==> config.mk <==
export PLATFORM = sky130hd
export DESIGN_NAME = merkle_root_accumulator_flat
export DESIGN_NICKNAME = d
export VERILOG_FILES = /design/src/hw/rtl/mra_pkg.sv /design/src/hw/rtl/mra_req_if.sv /design/src/hw/rtl/mra_rsp_if.sv /design/src/hw/rtl/mra_csr_if.sv /design/src/hw/rtl/mra_front.sv /design/src/hw/rtl/mra_engine.sv /design/src/hw/rtl/merkle_root_accumulator.sv /design/src/flat_wrapper.sv
export SDC_FILE = /design/constraint.sdc
export NUM_CORES = 1
export LEC_CHECK = 0
export ABC_AREA = 0
export BUFFER_PORTS_ARGS = -buffer_cell sky130_fd_sc_hd__buf_2
export CAP_MARGIN = 20
export CORE_MARGIN = 5
export CORE_UTILIZATION = 31
export CTS_BUF_LIST = sky130_fd_sc_hd__clkbuf_16
export CTS_CLUSTER_SIZE = 24
export DETAILED_ROUTE_END_ITERATION = 16
export PLACE_DENSITY_LB_ADDON = 0.2
export RECOVER_POWER = 100
export SYNTH_ARGS = -nofsm -noshare
export SYNTH_HDL_FRONTEND = slang
export SYNTH_SLANG_ARGS = --single-unit
==> constraint.sdc <==
create_clock -name clock -period 13.7 [get_ports clock]
set_input_delay 2.74 -clock clock [delete_from_list [all_inputs] [get_ports clock]]
set_output_delay 2.74 -clock clock [all_outputs]
set_load 0.02 [all_outputs]
==> src/hw/rtl/mra_pkg.sv <==
// ----------------------------------------------------------------------------
// mra_pkg
// Shared types, constants and the pair hash of the Merkle root accumulator.
// ----------------------------------------------------------------------------
package mra_pkg;

   localparam int HASH_W = 32;
   localparam logic [HASH_W-1:0] COMBINE_PRIME = 32'd16777619;

   typedef struct packed {
      logic [HASH_W-1:0] leaf_hash;
      logic              last_leaf;
   } leaf_type;

   typedef struct packed {
      logic [HASH_W-1:0] root_hash;
      logic              root_matches;
      logic              too_many_leaves;
   } result_type;

   // (left xor right) times the prime, low word kept
   function automatic logic [HASH_W-1:0] pair_hash(input logic [HASH_W-1:0] left,
                                                   input logic [HASH_W-1:0] right);
      logic [HASH_W-1:0] prod;
      prod = (left ^ right) * COMBINE_PRIME;
      return prod;
   endfunction

endpackage

==> src/hw/rtl/mra_req_if.sv <==
// ----------------------------------------------------------------------------
// mra_req_if
// Leaf channel: one leaf hash and its end-of-stream mark per transfer.
// ----------------------------------------------------------------------------
interface mra_req_if
   import mra_pkg::*;
   ();
   logic              valid;
   logic              ready;
   logic [HASH_W-1:0] leaf_hash;
   logic              last_leaf;

   modport source (output valid, output leaf_hash, output last_leaf, input ready);
   modport sink   (input valid, input leaf_hash, input last_leaf, output ready);
endinterface

==> src/hw/rtl/mra_rsp_if.sv <==
// ----------------------------------------------------------------------------
// mra_rsp_if
// Result channel: root hash and status flags, one transfer per stream.
// ----------------------------------------------------------------------------
interface mra_rsp_if
   import mra_pkg::*;
   ();
   logic              valid;
   logic              ready;
   logic [HASH_W-1:0] root_hash;
   logic              root_matches;
   logic              too_many_leaves;

   modport source (output valid, output root_hash, output root_matches,
                   output too_many_leaves, input ready);
   modport sink   (input valid, input root_hash, input root_matches,
                   input too_many_leaves, output ready);
endinterface

==> src/hw/rtl/mra_csr_if.sv <==
// ----------------------------------------------------------------------------
// mra_csr_if
// Register write channel carrying the expected root.
// ----------------------------------------------------------------------------
interface mra_csr_if
   import mra_pkg::*;
   ();
   logic              valid;
   logic              ready;
   logic [HASH_W-1:0] data;

   modport source (output valid, output data, input ready);
   modport sink   (input valid, input data, output ready);
endinterface

==> src/hw/rtl/mra_front.sv <==
// ----------------------------------------------------------------------------
// mra_front
// Front end: takes leaf transfers into a two-entry queue for the engine.
// ----------------------------------------------------------------------------
module mra_front
   import mra_pkg::*;
(
   input  logic     clock,
   input  logic     reset,
   input  logic     in_valid,
   output logic     in_ready,
   input  leaf_type in_item,
   output logic     q_valid,
   output leaf_type q_item,
   input  logic     q_pop
);

   leaf_type   slot_ff [2];
   logic       wr_ptr_ff, wr_ptr_in;
   logic       rd_ptr_ff, rd_ptr_in;
   logic [1:0] count_ff, count_in;
   logic       push;

   assign in_ready = (count_ff != 2'd2);
   assign q_valid  = (count_ff != 2'd0);
   assign q_item   = slot_ff[rd_ptr_ff];
   assign push     = in_valid && in_ready;

   always_comb begin
      wr_ptr_in = wr_ptr_ff ^ push;
      rd_ptr_in = rd_ptr_ff ^ q_pop;
      count_in  = count_ff + {1'b0, push} - {1'b0, q_pop};
   end

   always_ff @(posedge clock) begin
      if (reset) begin
         wr_ptr_ff <= 1'b0;
         rd_ptr_ff <= 1'b0;
         count_ff  <= 2'd0;
      end else begin
         wr_ptr_ff <= wr_ptr_in;
         rd_ptr_ff <= rd_ptr_in;
         count_ff  <= count_in;
      end
      if (push) begin
         slot_ff[wr_ptr_ff] <= in_item;
      end
   end

endmodule

==> src/hw/rtl/mra_engine.sv <==
// ----------------------------------------------------------------------------
// mra_engine
// Back end: merges each leaf up the level store, folds on the last leaf and
// holds the result in an output register.
// ----------------------------------------------------------------------------
module mra_engine
   import mra_pkg::*;
#(
   parameter int MAX_LEVELS = 16
) (
   input  logic              clock,
   input  logic              reset,
   input  logic              q_valid,
   input  leaf_type          q_item,
   output logic              q_pop,
   input  logic [HASH_W-1:0] expected_root,
   output logic              out_valid,
   input  logic              out_ready,
   output result_type        out_result
);

   localparam int LVL_W = (MAX_LEVELS > 1) ? $clog2(MAX_LEVELS) : 1;
   localparam logic [LVL_W-1:0] TOP_LVL = LVL_W'(MAX_LEVELS - 1);

   typedef enum logic [1:0] {
      ST_IDLE,
      ST_PUSH,
      ST_FOLD,
      ST_DONE
   } state_type;

   state_type             state_ff;
   logic [HASH_W-1:0]     hashes_ff [MAX_LEVELS];
   logic [MAX_LEVELS-1:0] occ_ff;
   logic                  ovf_ff;
   logic [LVL_W-1:0]      lvl_ff;
   logic [HASH_W-1:0]     carry_ff;
   logic [HASH_W-1:0]     acc_ff;
   logic                  have_ff;
   logic                  last_ff;
   logic                  out_valid_ff;
   result_type            out_result_ff;

   logic [HASH_W-1:0]     cur_hash;
   logic [HASH_W-1:0]     prod;

   // one shared combiner for merging and folding
   assign cur_hash = hashes_ff[lvl_ff];
   assign prod     = pair_hash(cur_hash, (state_ff == ST_FOLD) ? acc_ff : carry_ff);

   assign q_pop      = q_valid && (state_ff == ST_IDLE);
   assign out_valid  = out_valid_ff;
   assign out_result = out_result_ff;

   always_ff @(posedge clock) begin
      if (reset) begin
         state_ff     <= ST_IDLE;
         occ_ff       <= '0;
         ovf_ff       <= 1'b0;
         out_valid_ff <= 1'b0;
      end else begin
         // in ST_DONE the result register is handled by the state itself
         if (out_ready && (state_ff != ST_DONE)) begin
            out_valid_ff <= 1'b0;
         end
         case (state_ff)
            ST_IDLE: begin
               if (q_valid) begin
                  carry_ff <= q_item.leaf_hash;
                  last_ff  <= q_item.last_leaf;
                  lvl_ff   <= '0;
                  state_ff <= ST_PUSH;
               end
            end
            ST_PUSH: begin
               if (!occ_ff[lvl_ff] || (lvl_ff == TOP_LVL)) begin
                  if (!occ_ff[lvl_ff]) begin
                     hashes_ff[lvl_ff] <= carry_ff;
                     occ_ff[lvl_ff]    <= 1'b1;
                  end else begin
                     // top level saturates: keep the merged carry there
                     hashes_ff[lvl_ff] <= prod;
                     ovf_ff            <= 1'b1;
                  end
                  lvl_ff   <= '0;
                  have_ff  <= 1'b0;
                  state_ff <= last_ff ? ST_FOLD : ST_IDLE;
               end else begin
                  occ_ff[lvl_ff] <= 1'b0;
                  carry_ff       <= prod;
                  lvl_ff         <= lvl_ff + LVL_W'(1);
               end
            end
            ST_FOLD: begin
               if (occ_ff[lvl_ff]) begin
                  acc_ff  <= have_ff ? prod : cur_hash;
                  have_ff <= 1'b1;
               end
               if (lvl_ff == TOP_LVL) begin
                  state_ff <= ST_DONE;
               end else begin
                  lvl_ff <= lvl_ff + LVL_W'(1);
               end
            end
            ST_DONE: begin
               if (!out_valid_ff || out_ready) begin
                  out_result_ff.root_hash       <= acc_ff;
                  out_result_ff.root_matches    <= (acc_ff == expected_root);
                  out_result_ff.too_many_leaves <= ovf_ff;
                  out_valid_ff                  <= 1'b1;
                  occ_ff                        <= '0;
                  ovf_ff                        <= 1'b0;
                  state_ff                      <= ST_IDLE;
               end
            end
            default: begin
               state_ff <= ST_IDLE;
            end
         endcase
      end
   end

endmodule

==> src/hw/rtl/merkle_root_accumulator.sv <==
// ----------------------------------------------------------------------------
// merkle_root_accumulator
// Streams leaf hashes into a per-level store and reports the Merkle root of
// each stream with a match flag against the expected root.
// ----------------------------------------------------------------------------
// Engine: a leaf is taken in ST_IDLE and merged up the store in ST_PUSH, one
// level per cycle, until it lands in a free level or saturates the top one.
// The last leaf then folds every level in ST_FOLD and loads the result in
// ST_DONE once the output register is free; leaves are popped only in ST_IDLE.
// A two-entry queue takes leaves while the engine works or a result waits.
// Synchronous reset clears the queue, level occupancy, overflow flag, result
// valid flag and expected_root; the level hashes are not reset.
module merkle_root_accumulator
   import mra_pkg::*;
#(
   parameter int MAX_LEVELS = 16
) (
   input  logic clock,
   input  logic reset,
   mra_req_if.sink   req_ch,
   mra_rsp_if.source rsp_ch,
   mra_csr_if.sink   csr_ch
);

   logic [HASH_W-1:0] expected_root_ff;
   leaf_type          in_item;
   leaf_type          q_item;
   logic              q_valid;
   logic              q_pop;
   result_type        result;

   assign csr_ch.ready = 1'b1;

   always_ff @(posedge clock) begin
      if (reset) begin
         expected_root_ff <= '0;
      end else if (csr_ch.valid) begin
         expected_root_ff <= csr_ch.data;
      end
   end

   assign in_item.leaf_hash = req_ch.leaf_hash;
   assign in_item.last_leaf = req_ch.last_leaf;

   mra_front u_front (
      .clock    (clock),
      .reset    (reset),
      .in_valid (req_ch.valid),
      .in_ready (req_ch.ready),
      .in_item  (in_item),
      .q_valid  (q_valid),
      .q_item   (q_item),
      .q_pop    (q_pop)
   );

   mra_engine #(
      .MAX_LEVELS (MAX_LEVELS)
   ) u_engine (
      .clock         (clock),
      .reset         (reset),
      .q_valid       (q_valid),
      .q_item        (q_item),
      .q_pop         (q_pop),
      .expected_root (expected_root_ff),
      .out_valid     (rsp_ch.valid),
      .out_ready     (rsp_ch.ready),
      .out_result    (result)
   );

   assign rsp_ch.root_hash       = result.root_hash;
   assign rsp_ch.root_matches    = result.root_matches;
   assign rsp_ch.too_many_leaves = result.too_many_leaves;

   // nothing pending right after reset
   a_reset_empty: assert property (@(posedge clock)
      reset |=> (!rsp_ch.valid && !q_valid))
      else $error("queue or result not empty after reset");

   // engine only pops a queue that holds an item
   a_pop_valid: assert property (@(posedge clock) disable iff (reset)
      q_pop |-> q_valid)
      else $error("engine popped an empty queue");

   // backpressure to the source only when the queue has an item for the engine
   a_full_has_item: assert property (@(posedge clock) disable iff (reset)
      !req_ch.ready |-> q_valid)
      else $error("leaf channel stalled with empty queue");

endmodule
==> src/flat_wrapper.sv <==
// flat-port wrapper written by rule: the top's interface ports become plain ports
module merkle_root_accumulator_flat import mra_pkg::*;
#(
   parameter int MAX_LEVELS = 16
)
  (clock, reset, req_ch_valid, req_ch_leaf_hash, req_ch_last_leaf, req_ch_ready, rsp_ch_valid, rsp_ch_root_hash, rsp_ch_root_matches, rsp_ch_too_many_leaves, rsp_ch_ready, csr_ch_valid, csr_ch_data, csr_ch_ready);
  mra_req_if req_ch_i ();
  mra_rsp_if rsp_ch_i ();
  mra_csr_if csr_ch_i ();
  input  logic clock;
  input  logic reset;
  input wire logic [$bits(req_ch_i.valid)-1:0] req_ch_valid;
  input wire logic [$bits(req_ch_i.leaf_hash)-1:0] req_ch_leaf_hash;
  input wire logic [$bits(req_ch_i.last_leaf)-1:0] req_ch_last_leaf;
  output wire logic [$bits(req_ch_i.ready)-1:0] req_ch_ready;
  output wire logic [$bits(rsp_ch_i.valid)-1:0] rsp_ch_valid;
  output wire logic [$bits(rsp_ch_i.root_hash)-1:0] rsp_ch_root_hash;
  output wire logic [$bits(rsp_ch_i.root_matches)-1:0] rsp_ch_root_matches;
  output wire logic [$bits(rsp_ch_i.too_many_leaves)-1:0] rsp_ch_too_many_leaves;
  input wire logic [$bits(rsp_ch_i.ready)-1:0] rsp_ch_ready;
  input wire logic [$bits(csr_ch_i.valid)-1:0] csr_ch_valid;
  input wire logic [$bits(csr_ch_i.data)-1:0] csr_ch_data;
  output wire logic [$bits(csr_ch_i.ready)-1:0] csr_ch_ready;
  assign req_ch_i.valid = req_ch_valid;
  assign req_ch_i.leaf_hash = req_ch_leaf_hash;
  assign req_ch_i.last_leaf = req_ch_last_leaf;
  assign req_ch_ready = req_ch_i.ready;
  assign rsp_ch_valid = rsp_ch_i.valid;
  assign rsp_ch_root_hash = rsp_ch_i.root_hash;
  assign rsp_ch_root_matches = rsp_ch_i.root_matches;
  assign rsp_ch_too_many_leaves = rsp_ch_i.too_many_leaves;
  assign rsp_ch_i.ready = rsp_ch_ready;
  assign csr_ch_i.valid = csr_ch_valid;
  assign csr_ch_i.data = csr_ch_data;
  assign csr_ch_ready = csr_ch_i.ready;
  merkle_root_accumulator #(.MAX_LEVELS(MAX_LEVELS)) u_core (.clock(clock), .reset(reset), .req_ch(req_ch_i), .rsp_ch(rsp_ch_i), .csr_ch(csr_ch_i));
endmodule
Word-level counts from Yosys, hierarchy flattened
Memory sizes are Yosys's and may differ from the RTL's. A register that Yosys moved wholly into a read port is not among the register bits. Cells that the tools add are included.

Register bits after elaboration: 160. Bits in writable memories: 578. Bits of input ports: 70. Output and inout port bits: 37. Logic and storage cells: 118. Memories: 2.

$add $sub $neg: 3. Multiply operators: 1. Order comparisons: 2. Equality and inequality tests: 16. Muxes and demuxes: 47. Bitwise operators: 8. Reduce and logical (&&, ||, !) cells: 23.

Memories: u_core.u_engine.hashes_ff (words 16, bits a word 32, read ports 1, clocked after Yosys merged registers in 1, wr ports 1, RTL line mra_engine.sv:33) `logic [HASH_W-1:0] hashes_ff [MAX_LEVELS];`; u_core.u_front.slot_ff (words 2, bits a word 33, read ports 1, clocked after Yosys merged registers in 1, wr ports 1, RTL line mra_front.sv:18) `leaf_type slot_ff [2];`.

Operators by type and width (number): 32-bit 2-to-1 mux (5); 32-bit one-hot mux with 2 select lines (1); 16-bit 2-to-1 mux (3); 32-bit == test (1); 32-bit by 25-bit multiplier with 32-bit output, second input constant (1); 16-bit one-hot mux with 2 select lines (1); 32-bit XOR (1); 1-bit 2-to-1 mux (22); 4-bit AND reduction (5); 16-bit bitwise AND (1); 4-bit 2-to-1 mux (4); 2-bit inequality test, second input constant (8); 16-bit inverter (1); 16-bit OR (1); 4-bit one-hot mux with 3 select lines (1); 3-bit AND reduction (4); 2-bit 2-to-1 mux (5); 2-bit one-hot mux with 4 select lines (1); 2-bit nonzero test (4); 4-bit by 5-bit < comparator with 1-bit output, second input constant (1); 4-bit by 1-bit adder with 4-bit output, second input constant (1); 1-bit binary-select mux with 4-bit select (1); 1-bit demux with 4-bit select (1); 2-bit == test, second input constant (2); other kinds (16) (24).

Logic depth before layout (Yosys ltp)
Gate-level depths: netlist of the first run.

Depth after elaboration: 9. Mapped depth: 29. Depth with buffers taken out: 25.

Modules after synthesis
From an unflattened synthesis of the first run, not the netlist that was laid out.

Cell total of the unflattened synthesis: 2165. Area total of the unflattened synthesis: 35629.2 um2.

Modules (own cells, without submodules): mra_engine (instances 1, cells an instance 1934, area an instance 31863.1 um2, sequential area each 18978.2 um2); mra_front (instances 1, cells an instance 126, area an instance 2591.2 um2, sequential area each 2062.0 um2); merkle_root_accumulator (instances 1, cells an instance 105, area an instance 1174.9 um2, sequential area each 640.6 um2).

Least setup slack after synthesis of the first run
Ideal clock, no wire load.

Path type: register to register. Start: reg with a tool-made name. End: mem u_core.u_engine.hashes_ff[0][31], data pin. Library setup time: 0.341 ns. Data arrival time: 7.823 ns. Data required time: 13.359 ns. Slack: 5.536 ns. Cell stages (with the launch flop): 28. Buffers on the path: 6. Period minus slack after synthesis: 8.164 ns. Cells stage by stage: dfxtp_1 buf_4 buf_2 buf_2 buf_2 buf_1 buf_1 mux4_2 mux4_2 xnor2_1 ha_1 ha_1 fa_1 ha_1 fa_1 ha_1 inv_1 fa_1 inv_1 ha_1 a21o_1 a21o_1 a21o_1 a31oi_1 o211ai_1 a41o_1 o21a_1 o31ai_1.

RTL lines (RTL line): end: declaration (mra_engine.sv:33).

==> results.sh, run 1 <==
export IMPL_wl_per_cell_microns=25.1
export IMPL_yosys_area_top_type_share_pct=57.5
export IMPL_hp_class="register to register"
export IMPL_grt_pass1_vias=20925
export IMPL_finClkSkew_ps=34.4
export IMPL_status="complete, but fails checks"
export IMPL_setup_tns_ps=0
export IMPL_violations="capacitance limit, slew limit"
export IMPL_detail_route_vias_per_cell=4.95
export IMPL_ctsHoldBuffers=0
export IMPL_core_sq_mm=0.114
export IMPL_die_h_microns=349
export IMPL_pin_count=107
export IMPL_rsz0062_at_grt="false"
export IMPL_layout_nets=2753
export IMPL_synth_cell_types=62
export IMPL_clock_path_buffers=3
export IMPL_fmaxAchievable_mhz=97.7
export IMPL_setup_viol=0
export IMPL_synth_edf_count=682
export IMPL_seq_area_frac_synth_pct=60.9
export IMPL_ys_flop_type="edfxtp_1"
export IMPL_max_cap_violations=25
export IMPL_drtIter0Drc=1562
export IMPL_hold_viol_final=0
export IMPL_antenna_found_initial=0
export IMPL_worst_pin_slew_ps=3260
export IMPL_min_to="u_core.u_engine.out_result[0]"
export IMPL_grt_total_usage_pct=16.4
export IMPL_gp_congestion=0.827
export IMPL_async_flop_share_pct=0
export IMPL_clk_latency_ps=660
export IMPL_min_delay_start="u_core.u_engine.ovf_ff"
export IMPL_slew_headroom_pct=-117
export IMPL_die_w_microns=349
export IMPL_dr_pass1_iters=4
export IMPL_postSynthRegisterBits=742
export IMPL_detail_route_antenna_nets=0
export IMPL_synth_area_sq_mm=0.0356
export IMPL_worst_setup_path_end_kind="register"
export IMPL_die_area_sq_mm=0.122
export IMPL_grt_pass1_wl_mm=146
export IMPL_synth_top_area_cell="edfxtp_1"
export IMPL_cts_sinks=742
export IMPL_numCtsBuffers=82
export IMPL_grt_max_degree=77
export IMPL_arrival_ps=10420
export IMPL_htreeDepth=3
export IMPL_row_count=124
export IMPL_path_class="register to register"
export IMPL_cts_resized_gates=0
export IMPL_cp_max_fo=44
export IMPL_start_util_pct=31.2
export IMPL_synth_warning_count=0
export IMPL_cts_tree="done"
export IMPL_worst_r2r_cell_count=22
export IMPL_period_minus_slack_ps=10240
export IMPL_cts_root_buffer="clkbuf_16"
export IMPL_avgSynthCellArea_sq_um=15.7
export IMPL_r2r_setup_slack_ps=3460
export IMPL_grt_overflow_total=0
export IMPL_r2r_end="u_core.u_engine.hashes_ff[8][31]"
export IMPL_vias=19855
export IMPL_postSynthNetCount=2600
export IMPL_syn_instance_count=2272
export IMPL_routed_wl_mm=101
export IMPL_slew_violations=842
export IMPL_synth_area_leaders="edfxtp_1 58%, mux4_2 9.0%, ha_1 6.5%, fa_1 4.2%, dfxtp_1 3.4%"
export IMPL_cts_setup_buffers=0
export IMPL_area_delta_synth_final_pct=13.9
export IMPL_finalCoreUtilization_pct=35.5
export IMPL_dp_hpwl_mm=66.1
export IMPL_cp_start_kind="register"
export IMPL_layout_drive_gt1_share_pct=14.8
export IMPL_drc=0
export IMPL_clk_pin_slew_ps=60
export IMPL_period_share_pct=74.7
export IMPL_portBuffers=105
export IMPL_crit_required_ps=13880
export IMPL_whs_path_depth=0
[cell families (layout without fill, tap and decap cells)]
kind of cell / Yosys count / in the layout / synth area share, %
buf+inv: 288 / 508 / 3.33
flops: 742 / 742 / 60.9
fa+ha+maj: 258 / 258 / 10.6
xor+xnor: 128 / 128 / 3.27
simple gates: 372 / 372 / 4.82
compound gates: 211 / 211 / 3.83
other cells: 1 / 6 / 0.0105
mux: 272 / 272 / 13.2
[worst max path at each step]
stage              from                          endpoint  slack [ps]
3_5_place_dp   register  u_core.u_engine.hashes_ff[4][31]        3980
4_1_cts        register  u_core.u_engine.hashes_ff[5][31]        3960
6_report       register  u_core.u_engine.hashes_ff[8][31]        3460
5_1_grt        register  u_core.u_engine.hashes_ff[8][31]        2820
3_3_place_gp   register  u_core.u_engine.hashes_ff[4][31]        4090
2_1_floorplan  register  u_core.u_engine.hashes_ff[0][31]        5540
[Yosys cell counts, drive strengths merged (5+ instances only)]
master	n
a21oi	35
nor3	12
xnor2	67
a211oi	12
o21bai	6
inv	195
nor3b	5
buf	53
clkbuf	40
a21o	11
and2	28
a22oi	23
nand2	167
edfxtp	682
xor2	59
o21ai	66
mux2	18
mux2i	101
fa	74
nor2b	25
nor4	10
nand4	7
o31ai	16
dfxtp	60
and3	10
ha	184
a31oi	5
o211ai	9
nand3	8
nand2b	12
mux4	153
nor2	76
[flip-flops by register name, indices dropped and copies added (netlist names), named ones only]
signal / cells
u_core.u_engine.out_result: 34
u_core.u_engine.out_valid: 1
u_core.u_front.wr_ptr_ff: 1
u_core.u_front.slot_ff: 66
u_core.u_engine.ovf_ff: 1
u_core.u_engine.acc_ff: 32
u_core.u_engine.state_ff: 1
u_core.u_front.count_ff: 2
u_core.u_engine.hashes_ff: 512
u_core.u_engine.have_ff: 1
u_core.u_engine.carry_ff: 32
u_core.u_engine.occ_ff: 16
u_core.u_engine.lvl_ff: 4
u_core.expected_root_ff: 32
u_core.u_engine.last_ff: 1
u_core.u_front.rd_ptr_ff: 1
[layer usage]
| metal | GRT usage [%] | wire length [microns] | up-vias |
|---|---|---|---|
| li1 | - | - | 8804 |
| met1 | 22.7 | 45300 | 10441 |
| met2 | 27.1 | 48200 | 477 |
| met3 | 2.21 | 4240 | 133 |
| met4 | 4.93 | 2950 | 0 |
| met5 | 0 | 0 | - |
[cell usage in the layout, fill, tap and decap left out, types with 74 or more instances in the layout]
cell type	count
edfxtp_1	682
inv_1	212
ha_1	183
nand2_1	167
mux4_2	143
mux2i_1	101
clkbuf_1	101
clkbuf_16	82
nor2_1	74
fa_1	74
[worst max-delay path, stage by stage, from the launching register on]
cell      delay (ps)
dfxtp_4          900
buf_4            830
mux4_2           600
mux4_2           580
xnor2_1          660
ha_1             380
ha_1             270
fa_1             480
ha_1             220
fa_1             430
ha_1             290
inv_1             50
fa_1             470
inv_1             40
ha_1             340
a21o_1           200
a21o_1           180
a21o_1           190
a31oi_1          260
o211ai_1         330
a41o_1           380
o21a_1           220
o31ai_1         1410
[area by class of cell]
class                   count  area (sq um)
multi-input cells        1242         12900
repair buffers            162           747
flip-flops and latches    742         21700
diodes                      5          12.5
fillers                 10953         73600
well taps                1512          1890
inverters                 195           732
clock inverters            69           572
clock buffers              82          2050
[stage by stage]
step / area (sq um) / hold slack [ps] / instances / setup slack (ps)
after floorplan: 35600 / 408 / 2272 / 5540
after detailed placement: 38200 / 425 / 3853 / 3980
after CTS: 40800 / 440 / 4004 / 3960
after global placement: 38200 / 420 / 3852 / 4090
after global routing: 40500 / 454 / 4004 / 2820
final: 40600 / 440 / 4009 / 3460
Power of run 1 is not shown: default switching activity piles up to over one toggle a cycle in this logic, so the estimate is an artifact.
==> run 2: changes to the inputs <==
Clock period 13.7 ns to 9.7 ns, I/O delays scaled along.
==> results.sh, run 2 (same netlist as run 1, synthesis figures left out) <==
export IMPL_dr_pass1_iters=5
export IMPL_hp_class="register to register"
export IMPL_drtIter0Drc=1464
export IMPL_status="complete, but fails checks"
export IMPL_die_h_microns=349
export IMPL_finClkSkew_ps=35.1
export IMPL_pre_cts_ws_ps=1050
export IMPL_routed_wl_mm=102
export IMPL_grt_pass1_wl_mm=148
export IMPL_layout_nets=2767
export IMPL_nFillCells=10976
export IMPL_start_util_pct=31.2
export IMPL_gp_congestion=0.882
export IMPL_grt_max_degree=66
export IMPL_min_delay_start="u_core.u_engine.ovf_ff"
export IMPL_slew_violations=875
export IMPL_grt_total_usage_pct=16.7
export IMPL_violations="capacitance limit, slew limit"
export IMPL_antenna_found_initial=1
export IMPL_htreeDepth=3
export IMPL_die_area_sq_mm=0.122
export IMPL_vias=19853
export IMPL_final_common_cell="edfxtp_1"
export IMPL_area_delta_synth_final_pct=14.1
export IMPL_period_minus_slack_ps=9010
export IMPL_clk_latency_ps=640
export IMPL_period_share_pct=92.9
export IMPL_grt_pass1_vias=20848
export IMPL_layout_drive_gt1_share_pct=15.1
export IMPL_drc=0
export IMPL_cts_root_buffer="clkbuf_16"
export IMPL_arrival_ps=9380
export IMPL_core_sq_mm=0.114
export IMPL_cts_sinks=742
export IMPL_fmaxAchievable_mhz=111
export IMPL_detail_route_antenna_nets=0
export IMPL_dp_hpwl_mm=68.0
export IMPL_hold_viol_final=0
export IMPL_cts_resized_gates=0
export IMPL_grt_overflow_total=0
export IMPL_fin_ws_ps=693
export IMPL_path_class="register to register"
export IMPL_cp_max_fo=37
export IMPL_regMostFlops="u_core.u_engine.hashes_ff"
export IMPL_rsz0062_at_grt="false"
export IMPL_slew_headroom_pct=-121
export IMPL_worst_setup_path_end_kind="register"
export IMPL_clock_path_buffers=3
export IMPL_final_cell_mix="682 x edfxtp_1, 214 x inv_1, 183 x ha_1, 167 x nand2_1, 143 x mux4_2"
export IMPL_cp_start_kind="register"
export IMPL_pin_count=107
export IMPL_numCtsBuffers=83
export IMPL_largest_reg_flops=512
export IMPL_detail_route_vias_per_cell=4.94
export IMPL_portBuffers=105
export IMPL_ctsHoldBuffers=0
export IMPL_wl_per_cell_microns=25.5
export IMPL_clk_pin_slew_ps=60
export IMPL_row_count=124
export IMPL_crit_required_ps=10070
export IMPL_worst_pin_slew_ps=3320
export IMPL_max_cap_violations=26
export IMPL_cts_tree="done"
export IMPL_setup_viol=0
export IMPL_die_w_microns=349
export IMPL_cts_setup_buffers=0
export IMPL_setup_tns_ps=0
run 2: cell types whose count changed in the layout (fill, tap and decap cells not counted), sizes merged:
cell | before | now
diode | 5 | 2
buf | 61 | 71
clkinv | 42 | 37
clkinvlp | 1 | 6
bufinv | 7 | 3
inv | 214 | 217
clkbuf | 183 | 190
run 2: layout make-up:
type	instances	area (sq um)	share of cell area, %
well taps	1512	1890	4.66
clock buffers	86	2150	5.30
clock inverters	68	442	1.09
inverters	195	732	1.80
repair buffers	175	876	2.16
flip-flops and latches	742	21700	53.4
diodes	2	5.00	0.0123
multi-input cells	1242	12800	31.6
run 2: path summary, 6_finish.rpt:
path	to	slack [ps]	depth (start not counted)
min reg2reg	u_core.u_engine.out_result[0]	440	0
min	u_core.u_engine.out_result[0]	440	0
max	u_core.u_engine.hashes_ff[7][28]	690	23
max reg2reg	u_core.u_engine.hashes_ff[7][28]	690	23
run 2: through the flow:
step / util [%] / cell area, sq um / hold slack [ps] / instances
global placement: 33.5 / 38300 / 418 / 3866
CTS: 35.8 / 40900 / 439 / 4020
global route: 35.6 / 40600 / 450 / 4020
detailed placement: 33.5 / 38300 / 425 / 3866
floorplan: - / 35600 / 408 / 2272
finish: 35.6 / 40600 / 436 / 4022
run 2: worst max-delay path, stage by stage, from the launching register on:
cell and delay [ps]:
dfxtp_4 740, clkbuf_2 910, mux4_2 430, mux4_2 580
xnor2_1 750, ha_1 380, ha_1 290, inv_1 50
fa_1 480, inv_1 40, ha_1 270, ha_1 280
inv_1 80, fa_1 420, fa_1 490, inv_1 40
ha_1 360, nand2_1 100, or3_1 100, o22ai_1 100
a2111oi_0 850, nor3_1 180, o31ai_1 300, clkbuf_2 460
run 2: metal layers:
layer	wire length, microns	vias up	GRT usage, %
met5	0	-	0
met4	2560	0	3.93
met3	3920	137	2.09
met2	50200	424	28.4
met1	45700	10466	22.9
li1	-	8826	-
Power of run 2 is left out for the same reason.
==> run 3: changes to the inputs <==
Clock period 9.7 ns to 7.85 ns, I/O delays scaled along.
==> results.sh, run 3 (same netlist as run 1, synthesis figures left out) <==
export IMPL_setup_viol=0
export IMPL_status="complete, but fails checks"
export IMPL_area_delta_synth_final_pct=16.6
export IMPL_antenna_found_initial=2
export IMPL_cts_root_buffer="clkbuf_16"
export IMPL_htreeDepth=3
export IMPL_gr_usage_met2_pct=28.6
export IMPL_hold_viol_final=0
export IMPL_routed_wl_mm=104
export IMPL_pin_count=107
export IMPL_dr_pass1_iters=5
export IMPL_arrival_ps=8100
export IMPL_row_count=124
export IMPL_crit_top_cell="ha_1"
export IMPL_crit_family="adder cells"
export IMPL_regArea_sq_mm=0.0217
export IMPL_start_util_pct=31.2
export IMPL_path_cells="buf_12 > mux4_1 > mux4_2 > xnor2_2 > ha_1 > ha_1 > fa_1 > ha_1 > fa_1 > ha_1 > inv_1 > fa_1 > inv_1 > ha_1 > a21oi_1 > o21bai_1 > a21oi_1 > o22ai_1 > buf_4 > a2111o_1 > a2111o_1 > nand3_1 > buf_12"
export IMPL_cpPeakStageDelay_ps=590
export IMPL_multi_input_area_sq_mm=0.0130
export IMPL_worst_setup_path_end_kind="register"
export IMPL_numCtsBuffers=81
export IMPL_die_area_sq_mm=0.122
export IMPL_grt_pass1_wl_mm=150
export IMPL_clock_path_buffers=3
export IMPL_detail_route_vias_per_cell=4.99
export IMPL_portBuffers=105
export IMPL_busiest_layer="met2"
export IMPL_dp_hpwl_mm=68.5
export IMPL_grt_overflow_total=0
export IMPL_r2r_end="u_core.u_engine.hashes_ff[4][30]"
export IMPL_hp_class="register to register"
export IMPL_wl_per_cell_microns=25.5
export IMPL_slew_violations=252
export IMPL_grt_total_usage_pct=17.0
export IMPL_slew_headroom_pct=-113
export IMPL_holdWs_ps=449
export IMPL_die_h_microns=349
export IMPL_regMostFlops="u_core.u_engine.hashes_ff"
export IMPL_cp_start_kind="register"
export IMPL_violations="capacitance limit, slew limit"
export IMPL_clk_latency_ps=650
export IMPL_grt_max_degree=66
export IMPL_final_cell_mix="682 x edfxtp_1, 213 x inv_1, 184 x ha_1, 167 x nand2_1, 143 x mux4_2"
export IMPL_largest_reg_flops=512
export IMPL_grt_met3_usage_pct=2.47
export IMPL_crit_required_ps=8360
export IMPL_layout_nets=2825
export IMPL_whs_path_depth=0
export IMPL_drc=0
export IMPL_final_common_cell="edfxtp_1"
export IMPL_nFillCells=10881
export IMPL_period_share_pct=96.8
export IMPL_path_class="register to register"
export IMPL_finClkSkew_ps=23.9
export IMPL_pre_cts_ws_ps=-133
export IMPL_cp_max_fo=24
export IMPL_fmaxAchievable_mhz=132
export IMPL_vias=20353
export IMPL_die_w_microns=349
export IMPL_r2r_setup_slack_ps=250
export IMPL_worst_r2r_cell_count=23
export IMPL_gp_congestion=0.857
export IMPL_period_minus_slack_ps=7600
export IMPL_min_delay_start="u_core.u_engine.ovf_ff"
export IMPL_cts_tree="done"
export IMPL_rsz0062_at_grt="true"
export IMPL_slowest_stage="mux4_1"
export IMPL_drtIter0Drc=1603
export IMPL_max_cap_violations=8
export IMPL_clk_pin_slew_ps=60
export IMPL_use_met1_pct=23.2
export IMPL_min_to="u_core.u_engine.out_result[0]"
export IMPL_core_sq_mm=0.114
export IMPL_grt_pass1_vias=21560
export IMPL_layout_drive_gt1_share_pct=19.0
export IMPL_crit_buf_inv=5
export IMPL_cts_sinks=742
export IMPL_ctsHoldBuffers=0
export IMPL_detail_route_antenna_nets=0
export IMPL_fin_ws_ps=250
export IMPL_worst_pin_slew_ps=3190
[run 3: how the worst max path moves through the flow]
stage,startpoint,to,slack [ps],cells after the start
after global routing,register,u_core.u_engine.hashes_ff[14][28],-3,24
after CTS,register,u_core.u_engine.hashes_ff[14][29],110,24
after detailed placement,register,u_core.u_engine.hashes_ff[10][28],-130,23
after global placement,register,u_core.u_engine.hashes_ff[10][28],-110,23
final,register,u_core.u_engine.hashes_ff[4][30],250,23
after floorplan,register,u_core.u_engine.hashes_ff[0][17],9,27
[run 3: layer usage]
metal  vias to the layer above  wire length, microns
li1                       8954                     -
met1                     10703                 45100
met2                       583                 50900
met3                       111                  5610
met4                         2                  2220
met5                         -                    13
[run 3: timing repair]
action                     CTS  global route
setup endpoints to repair  131           214
hold endpoints to repair     0             0
resized for setup            1            19
setup buffers                0             1
pin swaps                    0             2
[run 3: worst register-to-register path, cell delays in order, from the launching register on]
cell      delay [ps]
dfxtp_4          430
buf_12           240
mux4_1           610
mux4_2           570
xnor2_2          420
ha_1             310
ha_1             300
fa_1             450
ha_1             230
fa_1             450
ha_1             300
inv_1             50
fa_1             490
inv_1             50
ha_1             350
a21oi_1          250
o21bai_1          90
a21oi_1          340
o22ai_1          210
buf_4            180
a2111o_1         440
a2111o_1         390
nand3_1          150
buf_12           160
[run 3: area by class of cell]
| type | instances | share of cell area (%) |
|---|---|---|
| multi-input combinational | 1242 | 31.3 |
| inverter | 195 | 1.76 |
| timing repair buffer | 235 | 3.92 |
| clock buffer | 82 | 4.95 |
| clock inverter | 66 | 1.23 |
| tap | 1512 | 4.56 |
| sequential | 742 | 52.3 |
| antenna | 3 | 0.0181 |
[run 3: stage by stage]
stage          setup TNS (ps)  cells  cell area (sq um)  util, %
3_5_place_dp            -7530   3925              38900     34.1
4_1_cts                     0   4073              41500     36.3
6_report                    0   4077              41500     36.3
2_1_floorplan               0   2272              35600        -
3_3_place_gp            -5060   3925              38900     34.1
5_1_grt                 -48.5   4074              41500     36.3
Power of run 3 is left out for the same reason.
